`config.mk`:
```
export PLATFORM = sky130hd
export DESIGN_NAME = multicore_round_robin_dispatcher
export DESIGN_NICKNAME = d
export VERILOG_FILES = /design/src/rtl/mrrd_pkg.sv /design/src/rtl/mrrd_datapath.sv /design/src/rtl/mrrd_ctrl.sv /design/src/rtl/multicore_round_robin_dispatcher.sv
export SDC_FILE = /design/constraint.sdc
export NUM_CORES = 1
export LEC_CHECK = 0
export BUFFER_PORTS_ARGS = -buffer_cell sky130_fd_sc_hd__buf_2
export CAP_MARGIN = 20
export CELL_PAD_IN_SITES_DETAIL_PLACEMENT = 1
export CELL_PAD_IN_SITES_GLOBAL_PLACEMENT = 2
export CORE_UTILIZATION = 44
export DETAILED_ROUTE_END_ITERATION = 10
export PLACE_DENSITY = 0.88
export SETUP_SLACK_MARGIN = 0.1
export SKIP_CTS_REPAIR_TIMING = 1
export SYNTH_ARGS = -nofsm -noshare
export SYNTH_HDL_FRONTEND = slang
export SYNTH_SLANG_ARGS = --single-unit
```
`constraint.sdc`:
```
create_clock -name clock -period 6.38 [get_ports clock]
set_input_delay 0.638 -clock clock [delete_from_list [all_inputs] [get_ports clock]]
set_output_delay 0.638 -clock clock [all_outputs]
set_load 0.1 [all_outputs]
```
`src/rtl/mrrd_pkg.sv`:
```
// ----------------------------------------------------------------------------
// mrrd_pkg
// Shared types and constants of the multicore round-robin dispatcher.
// ----------------------------------------------------------------------------
package mrrd_pkg;

   localparam int MAX_CORES_DEF   = 4;
   localparam int QUEUE_DEPTH_DEF = 16;

   localparam int KIND_W  = 3;
   localparam int JOB_W   = 8;
   localparam int LEN_W   = 16;
   localparam int QNT_W   = 16;
   localparam int ECORE_W = 2;
   localparam int FREE_W  = 3;
   localparam int QCNT_W  = 5;
   localparam int ACT_W   = 3;
   localparam int CSR_IDX_W  = 2;
   localparam int CSR_DATA_W = 16;

   localparam logic [CSR_IDX_W-1:0] CSR_RR_MODE = 2'd0;
   localparam logic [CSR_IDX_W-1:0] CSR_QUANTUM = 2'd1;
   localparam logic [CSR_IDX_W-1:0] CSR_ACTIVE  = 2'd2;
   localparam logic [CSR_IDX_W-1:0] CSR_RUN_EN  = 2'd3;

   localparam logic [KIND_W-1:0] EV_ACCEPTED   = 3'd0;
   localparam logic [KIND_W-1:0] EV_REJECTED   = 3'd1;
   localparam logic [KIND_W-1:0] EV_FINISHED   = 3'd2;
   localparam logic [KIND_W-1:0] EV_DISPATCHED = 3'd3;
   localparam logic [KIND_W-1:0] EV_PREEMPTED  = 3'd4;
   localparam logic [KIND_W-1:0] EV_TICK_DONE  = 3'd5;

   localparam logic OP_ADD  = 1'b0;
   localparam logic OP_TICK = 1'b1;

   // controller -> datapath
   typedef struct packed {
      logic load_item;   // capture input item
      logic do_add;      // admission test and push
      logic do_assign;   // retire / dispatch on current core
      logic do_exec;     // execute one instruction on current core
      logic core_first;  // reset core pointer
      logic core_next;   // advance core pointer
      logic emit_tick;   // emit tick done
   } cmd_type;

   // datapath -> controller
   typedef struct packed {
      logic op_tick;
      logic run_en;
      logic core_last;   // current core is last active one
      logic no_active;
      logic emit_busy;   // an emitted result is still held
   } sts_type;

endpackage

```
`src/rtl/mrrd_datapath.sv`:
```
// ----------------------------------------------------------------------------
// mrrd_datapath
// Ready queue memory, core registers, config registers and result register.
// ----------------------------------------------------------------------------
module mrrd_datapath #(
   parameter int MAX_CORES   = mrrd_pkg::MAX_CORES_DEF,
   parameter int QUEUE_DEPTH = mrrd_pkg::QUEUE_DEPTH_DEF
) (
   input  logic                             clock,
   input  logic                             reset,
   input  mrrd_pkg::cmd_type                cmd,
   output mrrd_pkg::sts_type                sts,
   input  logic                             item_op,
   input  logic [mrrd_pkg::JOB_W-1:0]       item_job,
   input  logic [mrrd_pkg::LEN_W-1:0]       item_len,
   input  logic                             csr_we,
   input  logic [mrrd_pkg::CSR_IDX_W-1:0]   csr_index,
   input  logic [mrrd_pkg::CSR_DATA_W-1:0]  csr_wdata,
   output logic                             out_valid,
   input  logic                             out_ready,
   output logic [mrrd_pkg::KIND_W-1:0]      out_kind,
   output logic [mrrd_pkg::JOB_W-1:0]       out_job,
   output logic [mrrd_pkg::ECORE_W-1:0]     out_core,
   output logic [mrrd_pkg::FREE_W-1:0]      out_free,
   output logic [mrrd_pkg::QCNT_W-1:0]      out_qcnt,
   output logic                             out_last
);
   localparam int QA_W = (QUEUE_DEPTH > 1) ? $clog2(QUEUE_DEPTH) : 1;
   localparam int QC_W = $clog2(QUEUE_DEPTH + 1);
   localparam int C_W  = (MAX_CORES > 1) ? $clog2(MAX_CORES) : 1;
   localparam int CC_W = $clog2(MAX_CORES + 1);
   localparam int JW   = mrrd_pkg::JOB_W;
   localparam int LW   = mrrd_pkg::LEN_W;
   localparam int QW   = mrrd_pkg::QNT_W;

   // config
   logic          rr_mode_ff;
   logic [QW-1:0] quantum_ff;
   logic [mrrd_pkg::ACT_W-1:0] active_ff;
   logic          run_en_ff;

   always_ff @(posedge clock) begin
      if (reset) begin
         rr_mode_ff <= 1'b0;
         quantum_ff <= QW'(1);
         active_ff  <= mrrd_pkg::ACT_W'(4);
         run_en_ff  <= 1'b1;
      end else if (csr_we) begin
         case (csr_index)
            mrrd_pkg::CSR_RR_MODE: rr_mode_ff <= csr_wdata[0];
            mrrd_pkg::CSR_QUANTUM: quantum_ff <= csr_wdata[QW-1:0];
            mrrd_pkg::CSR_ACTIVE:  active_ff  <= csr_wdata[mrrd_pkg::ACT_W-1:0];
            mrrd_pkg::CSR_RUN_EN:  run_en_ff  <= csr_wdata[0];
            default: ;
         endcase
      end
   end

   // item
   logic          op_ff;
   logic [JW-1:0] id_ff;
   logic [LW-1:0] len_ff;
   always_ff @(posedge clock) begin
      if (cmd.load_item) begin
         op_ff  <= item_op;
         id_ff  <= item_job;
         len_ff <= item_len;
      end
   end

   // active core count, saturated
   logic [CC_W:0] act_sat;
   always_comb begin
      if (32'(active_ff) > 32'(MAX_CORES)) act_sat = (CC_W+1)'(MAX_CORES);
      else act_sat = (CC_W+1)'(active_ff);
   end

   // queue memory, registered read of head entry
   logic [JW+LW-1:0] q_mem [QUEUE_DEPTH];
   logic [JW+LW-1:0] q_rd_ff;
   logic [QA_W-1:0]  head_ff, tail_ff, head_in, tail_in;
   logic [QC_W-1:0]  qcnt_ff, qcnt_in;
   logic             q_we;
   logic [JW+LW-1:0] q_wdata;

   function automatic logic [QA_W-1:0] nxt(input logic [QA_W-1:0] i);
      if (32'(i) + 1 >= QUEUE_DEPTH) return '0;
      return i + QA_W'(1);
   endfunction

   // cores
   logic          busy_ff [MAX_CORES];
   logic [JW-1:0] cjob_ff [MAX_CORES];
   logic [LW-1:0] left_ff [MAX_CORES];
   logic [QW-1:0] slice_ff[MAX_CORES];
   logic [C_W-1:0] cur_ff;
   logic [CC_W-1:0] run_cnt, free_cnt;  // running / free (for pre-state)

   always_comb begin
      run_cnt = '0;
      for (int c = 0; c < MAX_CORES; c++)
         if (busy_ff[c] && left_ff[c] != '0) run_cnt = run_cnt + CC_W'(1);
      free_cnt = CC_W'(MAX_CORES) - run_cnt;
   end

   // per-step next-state
   logic          busy_n;
   logic [JW-1:0] cjob_n;
   logic [LW-1:0] left_n;
   logic [QW-1:0] slice_n;
   logic          ev_v;
   logic [mrrd_pkg::KIND_W-1:0] ev_k;
   logic [JW-1:0] ev_j;
   logic [CC_W-1:0] free_after;
   logic          fin, disp, expired;
   logic [LW-1:0] left_dec;
   // finished and dispatched in one step: emit two results, second held here
   logic          pend_ff, pend_in;
   logic [JW-1:0] pend_job_ff, pend_job_in;
   logic [CC_W-1:0] pend_free_ff, pend_free_in;
   logic [QC_W-1:0] pend_q_ff, pend_q_in;

   always_comb begin
      busy_n  = busy_ff[cur_ff];
      cjob_n  = cjob_ff[cur_ff];
      left_n  = left_ff[cur_ff];
      slice_n = slice_ff[cur_ff];
      head_in = head_ff;
      tail_in = tail_ff;
      qcnt_in = qcnt_ff;
      q_we    = 1'b0;
      q_wdata = {id_ff, len_ff};
      ev_v = 1'b0;
      ev_k = mrrd_pkg::EV_TICK_DONE;
      ev_j = '0;
      free_after = free_cnt;
      pend_in = 1'b0;
      pend_job_in = pend_job_ff;
      pend_free_in = pend_free_ff;
      pend_q_in = pend_q_ff;
      fin = 1'b0; disp = 1'b0; expired = 1'b0;
      left_dec = left_n - LW'(1);
      if (cmd.do_add) begin
         ev_v = 1'b1;
         ev_j = id_ff;
         if ((32'(qcnt_ff) + 32'(run_cnt) + 1) <= QUEUE_DEPTH) begin
            ev_k = mrrd_pkg::EV_ACCEPTED;
            q_we = 1'b1;
            tail_in = nxt(tail_ff);
            qcnt_in = qcnt_ff + QC_W'(1);
         end else begin
            ev_k = mrrd_pkg::EV_REJECTED;
         end
      end else if (cmd.do_assign) begin
         // free_cnt is unchanged by retiring (finished job already counts free)
         fin = busy_ff[cur_ff] && left_ff[cur_ff] == '0;
         if (fin) busy_n = 1'b0;
         disp = (!busy_ff[cur_ff] || fin) && qcnt_ff != '0;
         if (disp) begin
            cjob_n  = q_rd_ff[JW+LW-1:LW];
            left_n  = q_rd_ff[LW-1:0];
            slice_n = quantum_ff;
            busy_n  = 1'b1;
            head_in = nxt(head_ff);
            qcnt_in = qcnt_ff - QC_W'(1);
         end
         if (disp && q_rd_ff[LW-1:0] != '0) free_after = free_cnt - CC_W'(1);
         if (fin) begin
            ev_v = 1'b1;
            ev_k = mrrd_pkg::EV_FINISHED;
            ev_j = cjob_ff[cur_ff];
            free_after = free_cnt;
            if (disp) begin
               pend_in = 1'b1;
               pend_job_in = q_rd_ff[JW+LW-1:LW];
               pend_free_in = (q_rd_ff[LW-1:0] != '0) ? free_cnt - CC_W'(1) : free_cnt;
               pend_q_in = qcnt_ff - QC_W'(1);
            end
         end else if (disp) begin
            ev_v = 1'b1;
            ev_k = mrrd_pkg::EV_DISPATCHED;
            ev_j = q_rd_ff[JW+LW-1:LW];
         end
      end else if (cmd.do_exec) begin
         if (busy_ff[cur_ff] && left_ff[cur_ff] != '0) begin
            left_n = left_dec;
            if (left_dec == '0) free_after = free_cnt + CC_W'(1);
            if (rr_mode_ff) begin
               expired = slice_ff[cur_ff] <= QW'(1);
               slice_n = expired ? '0 : slice_ff[cur_ff] - QW'(1);
               if (expired && left_dec != '0) begin
                  busy_n  = 1'b0;
                  free_after = free_cnt + CC_W'(1);
                  if (32'(qcnt_ff) < QUEUE_DEPTH) begin
                     q_we    = 1'b1;
                     q_wdata = {cjob_ff[cur_ff], left_dec};
                     tail_in = nxt(tail_ff);
                     qcnt_in = qcnt_ff + QC_W'(1);
                  end
                  ev_v = 1'b1;
                  ev_k = mrrd_pkg::EV_PREEMPTED;
                  ev_j = cjob_ff[cur_ff];
               end
            end
         end
      end else if (cmd.emit_tick) begin
         ev_v = 1'b1;
         ev_k = mrrd_pkg::EV_TICK_DONE;
      end
   end

   always_ff @(posedge clock) begin
      if (reset) begin
         head_ff <= '0;
         tail_ff <= '0;
         qcnt_ff <= '0;
         for (int c = 0; c < MAX_CORES; c++) busy_ff[c] <= 1'b0;
      end else begin
         head_ff <= head_in;
         tail_ff <= tail_in;
         qcnt_ff <= qcnt_in;
         if (cmd.do_assign || cmd.do_exec) busy_ff[cur_ff] <= busy_n;
      end
   end

   always_ff @(posedge clock) begin
      if (cmd.do_assign || cmd.do_exec) begin
         cjob_ff[cur_ff]  <= cjob_n;
         left_ff[cur_ff]  <= left_n;
         slice_ff[cur_ff] <= slice_n;
      end
      if (q_we) q_mem[tail_ff] <= q_wdata;
      q_rd_ff <= q_mem[head_in];
   end

   always_ff @(posedge clock) begin
      if (reset || cmd.core_first) cur_ff <= '0;
      else if (cmd.core_next) cur_ff <= cur_ff + C_W'(1);
   end

   // result register plus one hold slot for dispatch after finish
   logic last_flag;
   assign last_flag = cmd.emit_tick || cmd.do_add;

   always_ff @(posedge clock) begin
      if (reset) begin
         out_valid <= 1'b0;
         pend_ff   <= 1'b0;
      end else begin
         if (out_valid && out_ready) begin
            if (pend_ff) begin
               // core pointer holds while the walk waits on the result slot
               out_valid <= 1'b1;
               out_kind  <= mrrd_pkg::EV_DISPATCHED;
               out_job   <= pend_job_ff;
               out_core  <= mrrd_pkg::ECORE_W'(cur_ff);
               out_free  <= mrrd_pkg::FREE_W'(pend_free_ff);
               out_qcnt  <= mrrd_pkg::QCNT_W'(pend_q_ff);
               out_last  <= 1'b0;
               pend_ff   <= 1'b0;
            end else begin
               out_valid <= 1'b0;
            end
         end
         if (ev_v) begin
            out_valid <= 1'b1;
            out_kind  <= ev_k;
            out_job   <= ev_j;
            out_core  <= (cmd.do_add || cmd.emit_tick) ? '0 : mrrd_pkg::ECORE_W'(cur_ff);
            out_free  <= mrrd_pkg::FREE_W'(free_after);
            // finish ahead of a dispatch reports the queue before the pop
            out_qcnt  <= mrrd_pkg::QCNT_W'(pend_in ? qcnt_ff : qcnt_in);
            out_last  <= last_flag;
            pend_ff   <= pend_in;
            pend_job_ff  <= pend_job_in;
            pend_free_ff <= pend_free_in;
            pend_q_ff    <= pend_q_in;
         end
      end
   end

   assign sts.op_tick   = op_ff;
   assign sts.run_en    = run_en_ff;
   assign sts.no_active = act_sat == '0;
   assign sts.core_last = (32'(cur_ff) + 1) >= 32'(act_sat);
   assign sts.emit_busy = out_valid;

   initial_check: assert property (@(posedge clock) disable iff (reset)
      qcnt_ff <= QC_W'(QUEUE_DEPTH))
      else $error("queue count over depth");
   no_emit_clobber: assert property (@(posedge clock) disable iff (reset)
      ev_v |-> !out_valid)
      else $error("result overwritten");
   q_count_ptr: assert property (@(posedge clock) disable iff (reset)
      (qcnt_ff == '0) |-> (head_ff == tail_ff))
      else $error("empty queue pointers differ");
endmodule

```
`src/rtl/mrrd_ctrl.sv`:
```
// ----------------------------------------------------------------------------
// mrrd_ctrl
// Sequencer: add, or per-core assign walk then execute walk, then tick done.
// ----------------------------------------------------------------------------
module mrrd_ctrl (
   input  logic              clock,
   input  logic              reset,
   input  logic              in_valid,
   output logic              in_ready,
   output mrrd_pkg::cmd_type cmd,
   input  mrrd_pkg::sts_type sts
);
   typedef enum logic [5:0] {
      S_IDLE   = 6'b000001,
      S_DECODE = 6'b000010,
      S_ASSIGN = 6'b000100,
      S_EXEC   = 6'b001000,
      S_DONE   = 6'b010000,
      S_WAIT   = 6'b100000
   } state_type;

   state_type state_ff, state_in;

   always_comb begin
      state_in = state_ff;
      cmd = '0;
      in_ready = 1'b0;
      case (state_ff)
         S_IDLE: begin
            in_ready = 1'b1;
            if (in_valid) begin
               cmd.load_item = 1'b1;
               state_in = S_DECODE;
            end
         end
         S_DECODE: begin
            cmd.core_first = 1'b1;
            if (!sts.emit_busy) begin
               if (!sts.op_tick) begin
                  cmd.do_add = 1'b1;
                  state_in = S_IDLE;
               end else if (!sts.run_en || sts.no_active) begin
                  state_in = S_DONE;
               end else begin
                  state_in = S_ASSIGN;
               end
            end
         end
         S_ASSIGN: begin
            if (!sts.emit_busy) begin
               cmd.do_assign = 1'b1;
               state_in = S_WAIT;
            end
         end
         S_WAIT: begin
            // queue read settles after a pop; result slot drains
            if (!sts.emit_busy) begin
               if (sts.core_last) begin
                  cmd.core_first = 1'b1;
                  state_in = S_EXEC;
               end else begin
                  cmd.core_next = 1'b1;
                  state_in = S_ASSIGN;
               end
            end
         end
         S_EXEC: begin
            if (!sts.emit_busy) begin
               cmd.do_exec = 1'b1;
               if (sts.core_last) state_in = S_DONE;
               else cmd.core_next = 1'b1;
            end
         end
         S_DONE: begin
            if (!sts.emit_busy) begin
               cmd.emit_tick = 1'b1;
               state_in = S_IDLE;
            end
         end
         default: state_in = S_IDLE;
      endcase
   end

   always_ff @(posedge clock) begin
      if (reset) state_ff <= S_IDLE;
      else state_ff <= state_in;
   end

   one_step: assert property (@(posedge clock) disable iff (reset)
      $countones({cmd.do_add, cmd.do_assign, cmd.do_exec, cmd.emit_tick}) <= 1)
      else $error("several datapath steps at once");
   accept_idle: assert property (@(posedge clock) disable iff (reset)
      (in_valid && in_ready) |=> state_ff == S_DECODE)
      else $error("accepted item not decoded");
   busy_hold: assert property (@(posedge clock) disable iff (reset)
      sts.emit_busy |-> !(cmd.do_add || cmd.do_assign || cmd.do_exec || cmd.emit_tick))
      else $error("step while result held");
endmodule

```
`src/rtl/multicore_round_robin_dispatcher.sv`:
```
// ----------------------------------------------------------------------------
// multicore_round_robin_dispatcher
// Job dispatcher: ready FIFO, per-core run state, FCFS or round robin.
// ----------------------------------------------------------------------------
// Add: the item is accepted in idle, then decode runs the admission test, pushes the
// item if admitted and registers its result; the block then returns to idle. Tick over
// N active cores: decode, then per core an assign step and a wait step, then per core an
// execute step, then tick done (decode goes straight to tick done when disabled or with
// no active core). Every earlier result holds the walk until the consumer takes it (single result register).
// One item at a time. Synchronous active-high reset empties the queue, idles
// every core and loads the register defaults; no clearing pass.
module multicore_round_robin_dispatcher #(
   parameter int MAX_CORES   = mrrd_pkg::MAX_CORES_DEF,
   parameter int QUEUE_DEPTH = mrrd_pkg::QUEUE_DEPTH_DEF
) (
   input  logic        clock,
   input  logic        reset,
   input  logic        req_tvalid,
   output logic        req_tready,
   input  logic [23:0] req_tdata,   // job_id[7:0], job_length[23:8]
   input  logic        req_tuser,   // op
   output logic        rsp_tvalid,
   input  logic        rsp_tready,
   output logic [23:0] rsp_tdata,   // event_kind, event_job, event_core, free_cores, queue_count
   output logic        rsp_tlast,   // last_event
   input  logic        csr_we,
   input  logic [mrrd_pkg::CSR_IDX_W-1:0]  csr_index,
   input  logic [mrrd_pkg::CSR_DATA_W-1:0] csr_wdata
);
   mrrd_pkg::cmd_type cmd;
   mrrd_pkg::sts_type sts;
   logic [mrrd_pkg::KIND_W-1:0]  k;
   logic [mrrd_pkg::JOB_W-1:0]   j;
   logic [mrrd_pkg::ECORE_W-1:0] c;
   logic [mrrd_pkg::FREE_W-1:0]  f;
   logic [mrrd_pkg::QCNT_W-1:0]  q;

   mrrd_ctrl u_ctrl (
      .clock(clock), .reset(reset), .in_valid(req_tvalid), .in_ready(req_tready),
      .cmd(cmd), .sts(sts)
   );

   mrrd_datapath #(.MAX_CORES(MAX_CORES), .QUEUE_DEPTH(QUEUE_DEPTH)) u_dp (
      .clock(clock), .reset(reset), .cmd(cmd), .sts(sts),
      .item_op(req_tuser), .item_job(req_tdata[7:0]), .item_len(req_tdata[23:8]),
      .csr_we(csr_we), .csr_index(csr_index), .csr_wdata(csr_wdata),
      .out_valid(rsp_tvalid), .out_ready(rsp_tready),
      .out_kind(k), .out_job(j), .out_core(c), .out_free(f), .out_qcnt(q),
      .out_last(rsp_tlast)
   );

   assign rsp_tdata = {3'b000, q, f, c, j, k};
endmodule

```
==> results of run 1 <==
## state kept, by name, summed over array words and instances, names as in the netlist, 3 cells and up, named ones only
register and cells:
u_ctrl.state_ff 6, u_dp.active_ff 3, u_dp.busy_ff 4, u_dp.cjob_ff 32, u_dp.head_ff 4, u_dp.id_ff 8
u_dp.left_ff 64, u_dp.len_ff 16, u_dp.out_free 3, u_dp.out_job 8, u_dp.out_kind 3, u_dp.out_qcnt 5
u_dp.pend_free_ff 3, u_dp.pend_job_ff 8, u_dp.pend_q_ff 5, u_dp.q_mem 384, u_dp.q_rd_ff 24, u_dp.qcnt_ff 5
u_dp.quantum_ff 16, u_dp.slice_ff 64, u_dp.tail_ff 4
## power by group through the flow
stage,Sequential (mW),Combinational [mW],Clock [mW]
final,5.23,1.01,4.32
after global routing,5.24,1.08,4.54
after CTS,5.23,1.01,4.37
after detailed placement,5.32,0.996,0
after global placement,5.31,0.958,0
after floorplan,5.30,0.608,0
## kinds of logic after synthesis
group,synth area share
compound gates,0.0842
flops,0.681
fa+ha+maj,0.0132
mux,0.0471
other cells,0.000129
xor+xnor,0.0115
simple gates,0.138
buf+inv,0.0241
## path summary, 6_finish.rpt
path,from,to,slack (ns),depth (start not counted)
setup / recovery,flop,u_dp.q_rd_ff[8],0.56,14
hold / removal,req_tdata[3],u_dp.id_ff[3],0.19,1
setup reg to reg,flop,u_dp.q_rd_ff[8],0.56,14
hold reg to reg,u_dp.quantum_ff[8],u_dp.quantum_ff[8],0.47,2
## through the flow
step / power, mW / area (µm²) / cells
after floorplan: 5.91 / 29000 / 2274
after global placement: 6.27 / 30500 / 3156
after detailed placement: 6.31 / 30500 / 3156
after CTS: 10.6 / 32900 / 3295
after global routing: 10.9 / 33000 / 3296
final: 10.6 / 33000 / 3296
## worst max-delay path: stages (launching register included)
cell	delay [ns]
dfxtp_2	0.67
mux4_2	0.67
inv_1	0.15
ha_1	0.30
nand2_1	0.09
o22ai_1	0.32
nand3b_2	0.32
o31a_4	0.47
nor2_4	0.29
mux2i_1	0.57
or3_1	0.51
buf_4	0.31
a21oi_1	0.09
nor4_1	0.71
nand2_1	0.13
## cell usage after synthesis, types with 10 or more instances
cell type,instances
and2_1,19
o21ai_0,54
ha_1,29
o22ai_1,10
mux2i_1,35
a21oi_1,213
buf_6,10
nor3_1,33
edfxtp_1,611
a221oi_1,14
a21oi_2,20
mux4_2,31
inv_1,31
xnor2_1,21
xor2_1,17
dfxtp_1,70
nand2_1,554
buf_2,30
nand3_1,31
nor4_1,71
clkbuf_1,64
nor2_1,97
## layer usage
layer / vias up / global-route usage / wire length (µm)
met1: 9852 / 0.326 / 34100
met5: - / 0 / 0
met3: 156 / 0.0380 / 4830
met2: 666 / 0.423 / 41000
li1: 8604 / - / -
met4: 0 / 0.0899 / 2830
## area by class of cell
cell class,instances,area (µm²)
fillers,6539,31800
flip-flops and latches,681,19800
multi-input cells,1445,8600
clock buffers,107,2130
well taps,855,1070
repair buffers,145,961
clock inverters,32,337
inverters,31,116
==> results.toml, run 1 <==
[run_status]
outcome = "finished, final reports clean"

[setup_path]
start_kind = "flop"
worstPathMaxFanout = 17
cp.required_ns = 6.83
path_class = "reg -> reg"
arrival_ns = 6.28
end_kind = "flop"

[synthesis]
ys_seq_area_frac = 0.681
synthFlopType = "edfxtp_1"
synth_area_um2 = 29000
yosys.cell_types.count = 87
avgSynthCellArea_um2 = 12.8
synth-edff-count = 611
yosysTopAreaCellShare = 0.633
synthArstFlopShare = 0
synthTopCellsByArea = "edfxtp_1 (63%), nand2_1 (7.2%), dfxtp_1 (4.8%)"
yosys.area.top_type = "edfxtp_1"
ys_ff_latch = 681
netlist_instances = 2272
yosysWarningCount = 0

[clock_tree]
cts.htree.levels = 3
cts_root_buffer = "clkbuf_16"
cts_buffer_depth = 3
clk_latency_ns = 0.62
cts_sinks = 681
clkTransAtPathRegs_ns = 0.06
cts_tree = "done"
cts_buffers = 75

[power_and_ir_drop]
leakagePower_nw = 11.5
power_frac_clock = 0.409
combPwrFrac = 0.096
swShare = 0.246
power.internal_mw = 7.96
power_switching_mw = 2.60
ir_worst_vdd_v = 0.000254
p_per_area_nw_per_um2 = 320
seqPwrFrac = 0.495

[timing]
rsz0062_at_grt = "false"
finalMaxSlewViolations = 0
hold_violations = 0
fin_crit_ns = 5.82
fin_ws_ns = 0.558
fin_setup_tns_ns = 0
worstMarginPinSlew_ns = 1.16
setup_viol = 0
max_freq_ghz = 0.172
slew_headroom = 0.228
skew_ns = 0.0223
period_share = 0.913
worst_hold_slack_ns = 0.189

[detailed_routing]
wire_per_inst_um = 25.1
viasPerCell = 5.85
drcViolationCount = 0
drtAntennaViolNets = 0
dr.pass1.iters = 5
vias = 19300
wl_um = 82800
drt_iter0_markers = 1549

[placed_design]
detailed_place_hpwl_um = 54400
dp_slack_ns = 0.720
routabilityCongestion = 0.931
placement.io_buffers = 71

[die]
boundaryPins = 75
dieArea_um2 = 66900
core_area_um2 = 64800
initial_core_util = 0.447
dieWidth_um = 259
rows = 93
die_h_um = 259

[layout]
utilization = 0.509
layout_commonest_cell = "edfxtp_1"
mostFrequentLayoutCells = "edfxtp_1 (611), nand2_1 (554), a21oi_1 (212), nor2_1 (96), clkbuf_16 (77)"
area_delta_synth_final_pct = 13.8
n_antenna_cell = 0
final_layout_size_suffix_gt1_frac = 0.147
nets = 2457

[global_route]
antenna_found_initial = 1
grt_max_degree = 142
gr-total-overflow = 0
grt_pass1_vias = 20400
grt_pass1_wl_um = 125000
grt_use_total = 0.249

[job]
cap_violations = 0

[min_path]
hold_path.class = "in -> reg"
Power figures use the tool's default switching activity.
==> run 2, diff against run 1 <==
CELL_PAD_IN_SITES_GLOBAL_PLACEMENT = 1   (was 2)
CORE_UTILIZATION = 52   (was 44)
PLACE_DENSITY = 0.89   (was 0.88)
==> run 2 against run 1 <==
Hold slack hardly changed. Combinational power barely moved. Critical endpoint is now u_dp.q_rd_ff[5]. Largest power group unchanged. Register-to-register slack got worse by 0.19 ns. Final cell count decreased by 3.9%. Total power shrank 1.6%. Largest cell class unchanged. Design area decreased by 0.92%.
==> results.toml, run 2 (synthesis gave the netlist of run 1 again) <==
[timing]
finalMaxSlewViolations = 0
period_share = 0.943
setup_viol = 0
fin_setup_tns_ns = 0
slew_headroom = 0.220
skew_ns = 0.0276
rsz0062_at_grt = "false"
max_freq_ghz = 0.166
fin_crit_ns = 6.01
worstMarginPinSlew_ns = 1.17
hold_violations = 0

[setup_path]
regToRegSetupSlack_ns = 0.37
cp-endpoint = "u_dp.q_rd_ff[5]"
start_kind = "flop"
end_kind = "flop"
path_class = "reg -> reg"
cp.required_ns = 6.84
rr_endpoint = "u_dp.q_rd_ff[5]"
arrival_ns = 6.48
worstPathMaxFanout = 24
reg2regPathDepth = 12

[detailed_routing]
wl_um = 88100
drcViolationCount = 0
dr.pass1.iters = 5
drt_iter0_markers = 2289
wire_per_inst_um = 27.8
vias = 20100
viasPerCell = 6.35
drtAntennaViolNets = 0

[layout]
nets = 2447
fin_cells = 3169
largestRegisters = "u_dp.q_mem: 384 flops, u_dp.left_ff: 64 flops, u_dp.slice_ff: 64 flops"
largest_register_ffs = 384
layout_commonest_cell = "edfxtp_1"
num-fill-cells = 5429
multi_input_area_um2 = 8600
regMostFlops = "u_dp.q_mem"
seqCellArea_um2 = 19800
area_delta_synth_final_pct = 12.7
mostFrequentLayoutCells = "edfxtp_1 (611), nand2_1 (554), a21oi_1 (212), nor2_1 (96), clkbuf_16 (73)"
final_layout_size_suffix_gt1_frac = 0.141

[die]
die_h_um = 238
dieWidth_um = 238
initial_core_util = 0.526
boundaryPins = 75
core_area_um2 = 55100
dieArea_um2 = 56700
rows = 86

[power_and_ir_drop]
swShare = 0.249
power_switching_mw = 2.58
leakagePower_nw = 11.4
power_frac_clock = 0.397
p_per_area_nw_per_um2 = 318
seqPwrFrac = 0.503
power.internal_mw = 7.81
combPwrFrac = 0.100
ir_worst_vdd_v = 0.000264

[global_route]
gr-total-overflow = 0
grt_pass1_vias = 21300
grt_max_degree = 147
grt_pass1_wl_um = 131000
grt_use_total = 0.313
antenna_found_initial = 0

[run_status]
outcome = "finished, final reports clean"

[placed_design]
dp.cells = 3039
placement.io_buffers = 71
detailed_place_hpwl_um = 55900
routabilityCongestion = 0.976

[clock_tree]
cts_root_buffer = "clkbuf_16"
clk_latency_ns = 0.63
cts.htree.levels = 3
cts_sinks = 681
clkTransAtPathRegs_ns = 0.06
cts_tree = "done"
cts_buffer_depth = 3
cts_buffers = 72

[min_path]
hold_path.class = "in -> reg"

[job]
cap_violations = 0
==> run 2: cell types whose count changed in the layout (fill, tap and decap cells not counted), sizes merged <==
| cell | previous run | this run |
|---|---|---|
| clkinv | 20 | 21 |
| inv | 34 | 33 |
| clkbuf | 107 | 94 |
| clkinvlp | 4 | 2 |
| buf | 145 | 138 |
| bufinv | 5 | 6 |
| diode | 0 | 1 |
==> run 2: worst min path at each step <==
stage | slack, ns | depth (start not counted) | to | from
after floorplan | 0.43 | 0 | u_dp.pend_job_ff[1] | u_dp.q_rd_ff[17]
after global placement | 0.45 | 0 | u_dp.pend_job_ff[5] | u_dp.q_rd_ff[21]
after detailed placement | 0.46 | 2 | u_dp.quantum_ff[15] | u_dp.quantum_ff[15]
after CTS | 0.16 | 1 | u_dp.len_ff[6] | req_tdata[14]
after global routing | 0.16 | 1 | u_dp.id_ff[5] | req_tdata[5]
final | 0.19 | 1 | u_dp.len_ff[6] | req_tdata[14]
==> run 2: routing by layer <==
| layer | vias up | wire [µm] | global-route usage |
|---|---|---|---|
| met2 | 1007 | 44400 | 0.536 |
| met1 | 10300 | 33000 | 0.377 |
| li1 | 8571 | - | - |
| met5 | - | 0 | 0 |
| met3 | 272 | 5940 | 0.0515 |
| met4 | 0 | 4750 | 0.174 |
==> run 2: stage by stage <==
stage | hold WS, ns | utilization | instance area, µm² | setup WS, ns | total power, mW
2_1_floorplan | 0.431 | - | 29000 | 1.06 | 5.91
3_3_place_gp | 0.453 | 0.550 | 30300 | 0.967 | 6.24
3_5_place_dp | 0.459 | 0.550 | 30300 | 0.679 | 6.32
4_1_cts | 0.163 | 0.591 | 32600 | 0.416 | 10.4
5_1_grt | 0.165 | 0.593 | 32700 | 0.198 | 10.6
6_report | 0.189 | 0.593 | 32700 | 0.366 | 10.4
==> run 2: worst max-delay path, stage by stage (launching register included) <==
cell and delay, ns:
dfxtp_2 0.38, buf_4 0.42, mux4_1 0.79, nor3_4 0.44, nand3b_2 0.34, o31a_4 0.47, nor2_4 0.12, buf_4 0.34
mux2i_1 0.70, or3_1 0.99, a21oi_1 0.17, nor4_1 0.49, nand2_1 0.17
==> run 2: final cells by class <==
type	count	share of cell area
multi-input cells	1445	0.263
repair buffers	138	0.0300
flip-flops and latches	681	0.605
clock inverters	31	0.0102
inverters	31	0.00356
well taps	748	0.0287
diodes	1	0.0000766
clock buffers	94	0.0596
==> run 2: power groups by stage <==
stage	combinational (mW)	clock [mW]	sequential [mW]
after floorplan	0.608	0	5.30
after global placement	0.937	0	5.30
after detailed placement	1.01	0	5.31
after CTS	1.02	4.16	5.22
after global routing	1.10	4.31	5.23
final	1.04	4.12	5.23
==> run 3, diff against run 2 <==
REMOVE_ABC_BUFFERS = 1   (was default)
==> run 3 against run 2 <==
Routed wire length is 1.4% lower. Hold slack worse by 0.0010 ns. Fmax is 1.8% higher. Highest routed layer unchanged. Total power is 0.15% lower. Setup slack better by 0.10 ns. Largest cell class unchanged. Combinational power hardly changed. First-iteration DRC count is 1.7% lower. Global-route usage is 0.77 points lower. Sequential power hardly changed. Clock skew is 0.0035 ns lower. Critical path depth is 6 higher.
==> results.toml, run 3 (synthesis gave the netlist of run 1 again) <==
[detailed_routing]
wire_per_inst_um = 27.4
wl_um = 86800
drtAntennaViolNets = 0
vias = 20300
drcViolationCount = 0
viasPerCell = 6.39
dr.pass1.iters = 6
drt_iter0_markers = 2250

[die]
core_area_um2 = 55100
dieArea_um2 = 56700
die_h_um = 238
initial_core_util = 0.526
boundaryPins = 75
dieWidth_um = 238
rows = 86

[placed_design]
dp_slack_ns = 0.515
dp.cells = 3037
detailed_place_hpwl_um = 54200
placement.io_buffers = 71
place_area_um2 = 30300
routabilityCongestion = 0.901

[clock_tree]
clkTransAtPathRegs_ns = 0.06
cts.htree.levels = 3
clk_latency_ns = 0.63
cts_buffers = 71
cts_root_buffer = "clkbuf_16"
cts_tree = "done"
cts_buffer_depth = 3
cts_sinks = 681

[global_route]
grt_use_total = 0.305
grt_pass1_vias = 21000
grt_pass1_wl_um = 129000
grt_max_degree = 149
gr-total-overflow = 0
antenna_found_initial = 1

[timing]
setup_viol = 0
finalMaxSlewViolations = 0
slew_headroom = 0.279
fin_crit_ns = 5.91
fin_setup_tns_ns = 0
rsz0062_at_grt = "false"
fin_ws_ns = 0.470
skew_ns = 0.0242
hold_violations = 0
worstMarginPinSlew_ns = 1.08
period_share = 0.926
max_freq_ghz = 0.169

[power_and_ir_drop]
ir_worst_vdd_v = 0.000266
leakagePower_nw = 11.3
p_per_area_nw_per_um2 = 318

[layout]
fin_cells = 3172
largest_register_ffs = 384
mostFrequentLayoutCells = "edfxtp_1 (611), nand2_1 (554), a21oi_1 (212), nor2_1 (96), clkbuf_16 (72)"
layout_commonest_cell = "edfxtp_1"
regMostFlops = "u_dp.q_mem"
final_area_um2 = 32600
largestRegisters = "u_dp.q_mem: 384 flops, u_dp.left_ff: 64 flops, u_dp.slice_ff: 64 flops"
nets = 2444
final_layout_size_suffix_gt1_frac = 0.141
num-fill-cells = 5437
area_delta_synth_final_pct = 12.5

[setup_path]
arrival_ns = 6.18
start_kind = "flop"
cp.required_ns = 6.65
end_kind = "flop"
path_class = "reg -> reg"
worstPathMaxFanout = 24

[run_status]
outcome = "finished, final reports clean"

[job]
cap_violations = 0

[min_path]
hold_path.class = "in -> reg"
## run 3: final cells by class
type	instances	area [µm²]	share of cell area
inverters	31	116	0.00357
repair buffers	136	931	0.0285
flip-flops and latches	681	19800	0.606
diodes	1	2.50	0.0000767
multi-input cells	1445	8600	0.264
well taps	748	936	0.0287
clock buffers	106	1980	0.0607
clock inverters	24	289	0.00886
## run 3: report_power, final
group | internal [mW] | switching [mW] | leakage, nW
Clock | 2.34 | 1.77 | 1.09
Combinational | 0.279 | 0.760 | 4.16
Sequential | 5.14 | 0.0945 | 6.08
## run 3: worst paths after layout
kind / cells past startpoint / slack [ns] / from / end
setup / recovery: 18 / 0.47 / u_dp.left_ff[0][0] / u_dp.q_mem[9][10]
hold / removal: 1 / 0.19 / req_tdata[20] / u_dp.len_ff[12]
setup reg to reg: 18 / 0.47 / u_dp.left_ff[0][0] / u_dp.q_mem[9][10]
hold reg to reg: 0 / 0.47 / u_dp.q_rd_ff[21] / u_dp.pend_job_ff[5]
## run 3: critical path: stages (launching register included)
cell and delay [ns]:
edfxtp_1 0.41, nor4_1 0.51, nand4_1 0.23, and2_1 0.25, ha_1 0.33, xnor2_1 0.28
inv_1 0.08, ha_1 0.29, mux2_2 0.18, inv_1 0.10, fa_1 0.45, nor4bb_1 0.32
a21o_1 0.18, nand2_1 0.19, o21ai_1 0.71, nand2_1 0.11, nor2_1 0.29, and2_1 0.24
buf_4 0.40
## run 3: layer usage
layer  share of wire  global-route usage
met1            0.38               0.390
met2            0.50               0.517
met3           0.077              0.0511
met4           0.039               0.130
met5               0                   0
## run 3: stage by stage
| stage | hold slack [ns] | power, mW | util |
|---|---|---|---|
| 6_report | 0.188 | 10.4 | 0.592 |
| 5_1_grt | 0.171 | 10.6 | 0.592 |
| 4_1_cts | 0.162 | 10.4 | 0.590 |
| 3_5_place_dp | 0.453 | 6.32 | 0.549 |
| 3_3_place_gp | 0.442 | 6.24 | 0.549 |
| 2_1_floorplan | 0.427 | 5.89 | - |
